File: src/rtl/ctaocc_pkg.sv
// Package for the resident-block occupancy block.
// Holds field widths, payload structs, divider lane type and the shared divider step.
package ctaocc_pkg;

   localparam int WARP_LANES = 32;

   localparam int CORE_W = 9;
   localparam int TPC_W  = 13;
   localparam int SBPC_W = 19;
   localparam int RPC_W  = 19;
   localparam int BLIM_W = 7;

   localparam int THR_W  = 11;
   localparam int SMEM_W = 19;
   localparam int REG_W  = 8;
   localparam int GRID_W = 32;

   localparam int BPC_W  = 7;
   localparam int STAT_W = 2;

   localparam int CSR_IDX_W = 3;
   localparam int CSR_DAT_W = 19;

   localparam int PAD_W  = 12;
   localparam int R4_W   = 9;
   localparam int DEN_W  = PAD_W + R4_W;
   localparam int REM_W  = 41;
   localparam int QUO_W  = 7;
   localparam int STEPS  = QUO_W + 1;

   typedef enum logic [CSR_IDX_W-1:0] {
      CSR_CORE_COUNT  = 3'd0,
      CSR_THREADS     = 3'd1,
      CSR_SHARED      = 3'd2,
      CSR_REGISTERS   = 3'd3,
      CSR_BLOCK_LIMIT = 3'd4
   } csr_idx_type;

   typedef enum logic [STAT_W-1:0] {
      STAT_OK       = 2'd0,
      STAT_EXCEEDS  = 2'd1,
      STAT_ZERO_THR = 2'd2
   } status_type;

   typedef struct packed {
      logic [THR_W-1:0]  block_threads;
      logic [SMEM_W-1:0] block_shared_bytes;
      logic [REG_W-1:0]  thread_registers;
      logic [GRID_W-1:0] grid_blocks;
   } req_type;

   typedef struct packed {
      logic [BPC_W-1:0]  blocks_per_core;
      logic [STAT_W-1:0] status;
   } rsp_type;

   typedef struct packed {
      logic [CORE_W-1:0] core_count;
      logic [TPC_W-1:0]  threads_per_core;
      logic [SBPC_W-1:0] shared_bytes_per_core;
      logic [RPC_W-1:0]  registers_per_core;
      logic [BLIM_W-1:0] blocks_per_core_limit;
   } cfg_type;

   // one saturating quotient in flight
   typedef struct packed {
      logic [REM_W-1:0] rem;
      logic [DEN_W-1:0] den;
      logic [QUO_W-1:0] quo;
      logic             sat;
   } lane_type;

   typedef struct packed {
      logic              zero_thr;
      logic              use_smem;
      logic              use_regs;
      logic              use_grid;
      logic [GRID_W-1:0] grid;
      logic [CORE_W-1:0] cores;
      lane_type          thr;
      lane_type          smem;
      lane_type          regs;
      lane_type          gridq;
   } work_type;

   // Saturation check (sat_step) or one restoring quotient bit at position sh.
   function automatic lane_type div_step(lane_type x, logic [2:0] sh, logic sat_step);
      logic [REM_W-1:0] dsh;
      lane_type         y;
      dsh = {{(REM_W-DEN_W){1'b0}}, x.den} << sh;
      y   = x;
      if (x.rem >= dsh) begin
         if (sat_step) begin
            y.sat = 1'b1;
         end else begin
            y.rem     = x.rem - dsh;
            y.quo[sh] = 1'b1;
         end
      end
      return y;
   endfunction

   function automatic logic [QUO_W-1:0] lane_q(lane_type x);
      return x.sat ? {QUO_W{1'b1}} : x.quo;
   endfunction

endpackage

File: src/rtl/ctaocc_front.sv
// Front end: registers a query, pads it to warps and builds the divider operands.
// Depends on ctaocc_pkg.
module ctaocc_front import ctaocc_pkg::*; (
   input  logic     clock,
   input  logic     reset,
   input  logic     req_valid,
   output logic     req_stall,
   input  req_type  req_data,
   input  cfg_type  cfg,
   output logic     push,
   output work_type push_data,
   input  logic     q_full
);

   logic    vld_ff, vld_in;
   req_type req_ff;
   logic    take;

   logic [PAD_W-1:0]  padded;
   logic [R4_W-1:0]   r4;
   logic [DEN_W-1:0]  rden;
   logic [GRID_W:0]   gnum;

   assign req_stall = vld_ff && q_full;
   assign push      = vld_ff && !q_full;
   assign take      = req_valid && !req_stall;
   assign vld_in    = take || (vld_ff && q_full);

   always_ff @(posedge clock) begin
      if (reset) begin
         vld_ff <= 1'b0;
      end else begin
         vld_ff <= vld_in;
      end
      if (take) begin
         req_ff <= req_data;
      end
   end

   always_comb begin
      padded = PAD_W'((({1'b0, req_ff.block_threads} + PAD_W'(WARP_LANES - 1)) / WARP_LANES)
               * WARP_LANES);
      r4     = (R4_W'(req_ff.thread_registers) + R4_W'(3)) & ~R4_W'(3);
      rden   = DEN_W'(padded) * DEN_W'(r4);
      // ceiling of grid over cores, as floor of (grid + cores - 1)
      gnum   = {1'b0, req_ff.grid_blocks} + (GRID_W+1)'(cfg.core_count)
               - (GRID_W+1)'(1);

      push_data          = '0;
      push_data.zero_thr = (req_ff.block_threads == '0);
      push_data.use_smem = (req_ff.block_shared_bytes != '0);
      push_data.use_regs = (req_ff.thread_registers != '0);
      push_data.use_grid = (cfg.core_count != '0);
      push_data.grid     = req_ff.grid_blocks;
      push_data.cores    = cfg.core_count;
      push_data.thr.rem   = REM_W'(cfg.threads_per_core);
      push_data.thr.den   = DEN_W'(padded);
      push_data.smem.rem  = REM_W'(cfg.shared_bytes_per_core);
      push_data.smem.den  = DEN_W'(req_ff.block_shared_bytes);
      push_data.regs.rem  = REM_W'(cfg.registers_per_core);
      push_data.regs.den  = rden;
      push_data.gridq.rem = REM_W'(gnum);
      push_data.gridq.den = DEN_W'(cfg.core_count);
   end

endmodule

File: src/rtl/ctaocc_fifo.sv
// Short queue between front and back end.
// Depends on ctaocc_pkg.
module ctaocc_fifo import ctaocc_pkg::*; (
   input  logic     clock,
   input  logic     reset,
   input  logic     push,
   input  work_type push_data,
   output logic     full,
   input  logic     pop,
   output logic     empty,
   output work_type pop_data
);

   localparam int DEPTH = 4;
   localparam int PTR_W = $clog2(DEPTH);

   work_type         mem_ff [DEPTH];
   logic [PTR_W-1:0] wr_ff, rd_ff;
   logic [PTR_W:0]   cnt_ff;
   logic             do_pop;

   assign full     = (cnt_ff == (PTR_W+1)'(DEPTH));
   assign empty    = (cnt_ff == '0);
   assign do_pop   = pop && !empty;
   assign pop_data = mem_ff[rd_ff];

   always_ff @(posedge clock) begin
      if (reset) begin
         wr_ff  <= '0;
         rd_ff  <= '0;
         cnt_ff <= '0;
      end else begin
         if (push) wr_ff <= wr_ff + PTR_W'(1);
         if (do_pop) rd_ff <= rd_ff + PTR_W'(1);
         cnt_ff <= cnt_ff + (PTR_W+1)'(push) - (PTR_W+1)'(do_pop);
      end
      if (push) begin
         mem_ff[wr_ff] <= push_data;
      end
   end

endmodule

File: src/rtl/ctaocc_back.sv
// Back end: four saturating divider lanes (a saturation stage, then one quotient bit per stage), then min and grid fit.
// Depends on ctaocc_pkg.
module ctaocc_back import ctaocc_pkg::*; (
   input  logic     clock,
   input  logic     reset,
   input  logic     q_empty,
   input  work_type q_data,
   output logic     q_pop,
   input  cfg_type  cfg,
   output logic     rsp_valid,
   input  logic     rsp_stall,
   output rsp_type  rsp_data
);

   work_type st_ff  [STEPS+1];
   logic     vld_ff [STEPS+1];
   work_type st_in  [STEPS+1];
   logic     en;
   logic     out_vld_ff;
   rsp_type  out_ff, out_in;

   logic [QUO_W-1:0]       res;
   logic [QUO_W+CORE_W-1:0] fill;
   work_type               fin;

   assign en        = !(out_vld_ff && rsp_stall);
   assign q_pop     = en;
   assign rsp_valid = out_vld_ff;
   assign rsp_data  = out_ff;

   always_comb begin
      logic [2:0] sh;
      st_in[0] = q_data;
      for (int j = 0; j < STEPS; j++) begin
         sh = (j == 0) ? 3'd7 : 3'(7 - j);
         st_in[j+1]       = st_ff[j];
         st_in[j+1].thr   = div_step(st_ff[j].thr,   sh, j == 0);
         st_in[j+1].smem  = div_step(st_ff[j].smem,  sh, j == 0);
         st_in[j+1].regs  = div_step(st_ff[j].regs,  sh, j == 0);
         st_in[j+1].gridq = div_step(st_ff[j].gridq, sh, j == 0);
      end
   end

   always_comb begin
      fin = st_ff[STEPS];
      res = lane_q(fin.thr);
      if (fin.use_smem && lane_q(fin.smem) < res) res = lane_q(fin.smem);
      if (fin.use_regs && lane_q(fin.regs) < res) res = lane_q(fin.regs);
      if (cfg.blocks_per_core_limit < res) res = cfg.blocks_per_core_limit;
      fill = (QUO_W+CORE_W)'(res) * (QUO_W+CORE_W)'(fin.cores);
      // grid too small to fill every core: share it out, rounded up
      if (fin.use_grid && fin.grid < GRID_W'(fill)) res = lane_q(fin.gridq);
      if (fin.zero_thr) begin
         out_in.blocks_per_core = '0;
         out_in.status          = STAT_ZERO_THR;
      end else if (res == '0) begin
         out_in.blocks_per_core = '0;
         out_in.status          = STAT_EXCEEDS;
      end else begin
         out_in.blocks_per_core = res;
         out_in.status          = STAT_OK;
      end
   end

   always_ff @(posedge clock) begin
      if (reset) begin
         for (int j = 0; j <= STEPS; j++) vld_ff[j] <= 1'b0;
         out_vld_ff <= 1'b0;
      end else if (en) begin
         vld_ff[0] <= !q_empty;
         for (int j = 0; j < STEPS; j++) vld_ff[j+1] <= vld_ff[j];
         out_vld_ff <= vld_ff[STEPS];
      end
      if (en) begin
         for (int j = 0; j <= STEPS; j++) st_ff[j] <= st_in[j];
         out_ff <= out_in;
      end
   end

endmodule

File: src/rtl/cta_occupancy_limit_core.sv
// Resident-block occupancy per core for kernel launch queries.
// Throughput: one query per cycle unless the result beat is stalled or the queue is full;
// the eight-stage divider lanes set the latency.
// Reset (synchronous): configuration returns to 16 cores, 2048 threads, 49152 bytes,
// 65536 registers, cap 32; all queued and in-flight queries are dropped.
module cta_occupancy_limit_core import ctaocc_pkg::*; (
   input  logic                 clock,
   input  logic                 reset,
   input  logic                 req_valid,
   output logic                 req_stall,
   input  req_type              req_data,
   output logic                 rsp_valid,
   input  logic                 rsp_stall,
   output rsp_type              rsp_data,
   input  logic                 csr_wr_en,
   input  logic [CSR_IDX_W-1:0] csr_index,
   input  logic [CSR_DAT_W-1:0] csr_wdata
);

   cfg_type  cfg_ff;
   logic     push, q_full, q_pop, q_empty;
   work_type push_data, q_data;

   always_ff @(posedge clock) begin
      if (reset) begin
         cfg_ff.core_count            <= CORE_W'(16);
         cfg_ff.threads_per_core      <= TPC_W'(2048);
         cfg_ff.shared_bytes_per_core <= SBPC_W'(49152);
         cfg_ff.registers_per_core    <= RPC_W'(65536);
         cfg_ff.blocks_per_core_limit <= BLIM_W'(32);
      end else if (csr_wr_en) begin
         unique case (csr_index)
            CSR_CORE_COUNT:  cfg_ff.core_count            <= csr_wdata[CORE_W-1:0];
            CSR_THREADS:     cfg_ff.threads_per_core      <= csr_wdata[TPC_W-1:0];
            CSR_SHARED:      cfg_ff.shared_bytes_per_core <= csr_wdata[SBPC_W-1:0];
            CSR_REGISTERS:   cfg_ff.registers_per_core    <= csr_wdata[RPC_W-1:0];
            CSR_BLOCK_LIMIT: cfg_ff.blocks_per_core_limit <= csr_wdata[BLIM_W-1:0];
            default: ;
         endcase
      end
   end

   ctaocc_front u_front (
      .clock     (clock),
      .reset     (reset),
      .req_valid (req_valid),
      .req_stall (req_stall),
      .req_data  (req_data),
      .cfg       (cfg_ff),
      .push      (push),
      .push_data (push_data),
      .q_full    (q_full)
   );

   ctaocc_fifo u_fifo (
      .clock     (clock),
      .reset     (reset),
      .push      (push),
      .push_data (push_data),
      .full      (q_full),
      .pop       (q_pop),
      .empty     (q_empty),
      .pop_data  (q_data)
   );

   ctaocc_back u_back (
      .clock     (clock),
      .reset     (reset),
      .q_empty   (q_empty),
      .q_data    (q_data),
      .q_pop     (q_pop),
      .cfg       (cfg_ff),
      .rsp_valid (rsp_valid),
      .rsp_stall (rsp_stall),
      .rsp_data  (rsp_data)
   );

endmodule

File: config.mk
export PLATFORM = sky130hd
export DESIGN_NAME = cta_occupancy_limit_core
export DESIGN_NICKNAME = d
export VERILOG_FILES = /design/src/rtl/ctaocc_pkg.sv /design/src/rtl/ctaocc_front.sv /design/src/rtl/ctaocc_fifo.sv /design/src/rtl/ctaocc_back.sv /design/src/rtl/cta_occupancy_limit_core.sv
export SDC_FILE = /design/constraint.sdc
export NUM_CORES = 2
export LEC_CHECK = 0
export BUFFER_PORTS_ARGS = -buffer_cell sky130_fd_sc_hd__buf_2
export CAP_MARGIN = 40
export CORE_MARGIN = 3
export CORE_UTILIZATION = 38
export DETAILED_ROUTE_END_ITERATION = 8
export PLACE_DENSITY = 0.52
export REMOVE_ABC_BUFFERS = 1
export SLEW_MARGIN = 20
export SYNTH_ARGS = -nofsm -noshare
export SYNTH_HDL_FRONTEND = slang
export SYNTH_HIERARCHICAL = 1
export SYNTH_MEMORY_MAX_BITS = 65536
export SYNTH_SLANG_ARGS = --single-unit
export TNS_END_PERCENT = 5
File: constraint.sdc
create_clock -name clock -period 106.8 [get_ports clock]
set_input_delay 21.36 -clock clock [delete_from_list [all_inputs] [get_ports clock]]
set_output_delay 21.36 -clock clock [all_outputs]
set_load 0.03 [all_outputs]
==> results.txt <==
The flow ran to the end, and the final reports show no timing, DRC or antenna violations. The global-route met1 utilization came out at 0.227. The switching part of the total power came out at 0.340.

The top achievable clock speed came out at 0.0369 GHz. The dominant cell type by count on the critical path is sky130_fd_sc_hd__buf_4. The gate count after technology mapping came out at 12,700. The number of global-route vias before repair was 97,600. The number of violations reported at the end of detailed-routing iteration 0 is 6,667.

The arrival time reported for the critical path endpoint came out at 27.78 ns. The power density over cell area is 32.8 nW/um^2. The minimum period implied by the final worst setup slack is 27.13 ns. The share of total power dissipated in the clock network is 0.219.

The reported net switching power is 0.00231 W. The global-route congestion overflow total is 0. The share of cells above drive strength 1 came out at 0.108. The flip-flop and latch count after synthesis is 4,143. The total buffers and inverters traversed by the critical path is 13. The internal power summed over all cells is 0.00449 W. The TritonCTS clock tree is yes. The maximum root-to-sink buffer count is 4. The tightest min-delay check is of the reg -> reg type. The number of buffers added to fix hold violations after cts came out at 0. The total of max-cap violations came out at 0. The share of synthesized area in the top cell type comes to 0.659.

The highest cell delay on the worst timing path came out at 0.74 ns. The cell at the root of the clock tree is sky130_fd_sc_hd__clkbuf_16. The quantity of I/O buffers inserted on ports came out at 107. The number of warnings reported in the yosys synthesis log is 6. Among all flip-flop cells after synthesis, the most frequent one is sky130_fd_sc_hd__edfxtp_1.

The required time at the worst-slack endpoint is 107.45 ns. Entering global routing, the biggest net connects 181 pins. The worst slew margin relative to its limit is 0.341.

In the post-synthesis netlist, the biggest area contributors are sky130_fd_sc_hd__edfxtp_1 66%, sky130_fd_sc_hd__ha_1 5.5%, sky130_fd_sc_hd__mux4_2 4.0%, sky130_fd_sc_hd__inv_1 2.1%, sky130_fd_sc_hd__xor2_1 2.1%. Of all flip-flops after synthesis, the portion carrying an async set or reset was 0. For the final routed database, the setup TNS stands at 0 ns. The worst clock skew on the final layout came out at 0.0684 ns. CTS built an H-tree with a depth of 5. The synthesized design spends more area on one cell type than any other, namely sky130_fd_sc_hd__edfxtp_1. At the end of routability-driven placement, the weighted congestion stood at 0.864. The clock transition time at the flip-flop clock pins of the worst setup and hold paths is 0.06 ns. In the global route stage, overall resource usage came out at 0.155.

The cell with the biggest individual delay on the critical path is sky130_fd_sc_hd__buf_4. The number of rows created at floorplan came out at 255. The post-CTS setup buffer count came out at 0. The worst-case IR drop observed on VDD is 0.0160 mV. The average instance in the mapped netlist occupies 14.6 um^2. The first-pass GRT wire length came out at 599,000 um.

The sequential share of the synthesized area is 0.668. Detailed routing inserted a total of 97,500 vias. The count of pins over their slew limit is 0.

The number of nets in the layout is 14,000. The die is 704 um tall. For met2 alone, demand over resource in global routing was 0.245. The die outline width came out at 704 um. The number of antenna violations at the first check in global routing came to 18. The slew at the pin closest to its max-slew limit is 0.989 ns. The area of the die is 496,000 um^2.

The distinct cell type count after synthesis is 118. The worst setup path is launched from an input port. The CTS sink count came out at 4,143.

The signal on the critical path passes through buf_2 -> nand2_4 -> buf_4 -> buf_4 -> buf_16 -> buf_4 -> buf_4 -> buf_12 -> buf_4 -> buf_4 -> buf_12 -> buf_4 -> buf_4 -> buf_16. The HPWL after detailed placement is 280,000 um. The total clock buffers created by CTS came out at 440.

The largest fanout on the critical path is 140. Counting flops with a built-in enable in the synthesized netlist gives 4,065. The later pin in the worst-skew pair is clocked with a latency of 1.00 ns. The total count of hold-check failures in the final report is 0. The netlist area before placement is 185,000 um^2. The post-route DRC violation count came out at 0.

At the end of the flow the core is filled with cells to 0.429. Among cell families on the critical path, the largest total delay comes from buffers and inverters. Dividing the final minimum period by the clock period gives 0.254.

The total length of routed wires is 391,000 um. Once the clock tree was built, the resizer swapped 0 gates to a different size. The commonest non-fill, non-tap cell in the layout is sky130_fd_sc_hd__edfxtp_1. In this run the remaining antenna-violating nets after routing total 0. The share of total power dissipated in sequential elements is 0.438. The routing usage on met3 is 0.0176. The portion of total power attributed to combinational logic is 0.343. The worst setup path is captured at a flop.

The analysis attributes to cell leakage a power of 77.1 nW. The effective utilization at floorplan is 0.383. The area inside the core boundary is 484,000 um^2. The routed length per instance is 19.7 um. Pin placement for this block handled 108 I/O pins. The library cells used most frequently in the layout, excluding fill and tap cells, are 4,065 x sky130_fd_sc_hd__edfxtp_1, 1,033 x sky130_fd_sc_hd__inv_1, 810 x sky130_fd_sc_hd__ha_1, 756 x sky130_fd_sc_hd__nand2_1, 601 x sky130_fd_sc_hd__o21ai_0. The global routing stage identified its most utilized layer as met2. For this run, the detailed router's first-pass iteration total came to 7. The final count of negative-setup-slack endpoints came out at 0.

The area added between synthesis and finish is 12.2%. Setup repair after global routing left no endpoint under its margin. The routed via count divided by cell count came out at 4.91. The critical path is of the in -> reg type.
-- synthesized netlist by cell type, drive strengths merged, types with 16 or more instances --
cell type	number
o2111ai	16
or2	76
o31ai	83
nand3	133
mux4	325
or3	103
a21oi	516
fa	84
buf	363
xnor2	361
edfxtp	4065
nor4b	18
o21ai	635
nor2	584
or4	56
and4	24
o21a	77
and2	41
nand3b	23
ha	810
nand4b	18
o41ai	17
and3	63
mux2	51
clkbuf	150
nand2	758
dfxtp	78
nor2b	170
a211o	20
a21o	220
inv	1034
nand2b	261
nor3b	18
o31a	16
o211ai	27
mux2i	83
nand4	123
xor2	442
nor3	209
a211oi	56
o21bai	43
nor4	179
a31oi	56
a21boi	52
-- worst register-to-register path, delay by kind of cell, from the launching register on --
| kind | cells | cell delay (ns) |
|---|---|---|
| simple gates | 10 | 1.76 |
| xor+xnor | 1 | 0.17 |
| flops | 1 | 0.51 |
| buf+inv | 5 | 0.39 |
| fa+ha+maj | 9 | 3.58 |
| compound gates | 25 | 6.35 |
| mux | 1 | 0.63 |
-- worst paths after layout --
kind | start | endpoint | slack [ns] | cells after the start
min reg2reg | u_back/st_ff[0][323]$_DFFE_PN_ | u_back/st_ff[0][648]$_DFFE_PN_ | 0.37 | 0
max reg2reg | u_back/st_ff[0][2740]$_DFFE_PN_ | u_back/rsp_data[3]$_SDFFCE_PP0N_ | 93.08 | 51
min | u_back/st_ff[0][323]$_DFFE_PN_ | u_back/st_ff[0][648]$_DFFE_PN_ | 0.37 | 0
max | rsp_stall | u_back/st_ff[0][1132]$_DFFE_PN_ | 79.67 | 14
-- logic make-up (layout without fill, tap and decap cells) --
| kind of cell | after synthesis | in the layout | share of synthesized area |
|---|---|---|---|
| DFF | 4143 | 4143 | 0.668 |
| and+or+nand+nor | 2882 | 2882 | 0.0792 |
| AOI/OAI and AO/OA | 1950 | 1950 | 0.0652 |
| buffers and inverters | 1548 | 2138 | 0.0387 |
| adders and majority gates | 895 | 895 | 0.0639 |
| xor gates and xnor gates | 804 | 804 | 0.0382 |
| muxes | 459 | 459 | 0.0472 |
| other | 1 | 154 | 0.0000202 |
-- state kept, by name, indices dropped and copies added, names as in the netlist, named ones only --
| name | cells |
|---|---|
| u_back/st_ff | 2677 |
| u_back/rsp_valid | 1 |
| u_front/vld_ff | 1 |
| u_back/vld_ff | 9 |
| u_fifo/wr_ff | 2 |
| cfg_ff | 67 |
| u_fifo/mem_ff | 1300 |
| u_back/rsp_data | 9 |
| u_front/push_data | 51 |
| u_fifo/cnt_ff | 3 |
| u_fifo/rd_ff | 2 |
| u_front/req_ff | 19 |
-- area by class of cell --
| class | count | area [um^2] |
|---|---|---|
| multi-input cells | 7137 | 55200 |
| repair buffers | 291 | 2820 |
| clock inverters | 285 | 2800 |
| inverters | 1035 | 3880 |
| fillers | 43400 | 276000 |
| well taps | 6425 | 8040 |
| diodes | 7 | 17.5 |
| flip-flops and latches | 4143 | 124000 |
| clock buffers | 527 | 11400 |
-- through the flow --
step	hold slack (ns)	instances	instance area (um^2)	total power (W)	setup WS, ns
detailed placement	0.405	19000	193000	0.00536	77.83
floorplan	0.400	12300	182000	0.00473	18.08
global route	0.405	19800	208000	0.00730	79.11
global placement	0.401	19000	192000	0.00534	77.12
CTS	0.374	19800	207000	0.00688	78.94
finish	0.372	19900	208000	0.00681	79.67
-- power groups by stage --
stage          clock (W)  combinational [W]  sequential [W]
2_1_floorplan          0            0.00187         0.00286
3_3_place_gp           0            0.00232         0.00302
3_5_place_dp           0            0.00234         0.00303
4_1_cts          0.00154            0.00235         0.00300
5_1_grt          0.00161            0.00264         0.00305
6_report         0.00149            0.00233         0.00298
-- metal layers --
| metal | vias to the layer above | share of wire |
|---|---|---|
| met5 | - | 0.000033 |
| met4 | 2 | 0.025 |
| met3 | 554 | 0.036 |
| met2 | 1580 | 0.45 |
| met1 | 47500 | 0.49 |
| li1 | 47900 | - |
Power figures use the tool's default switching activity.
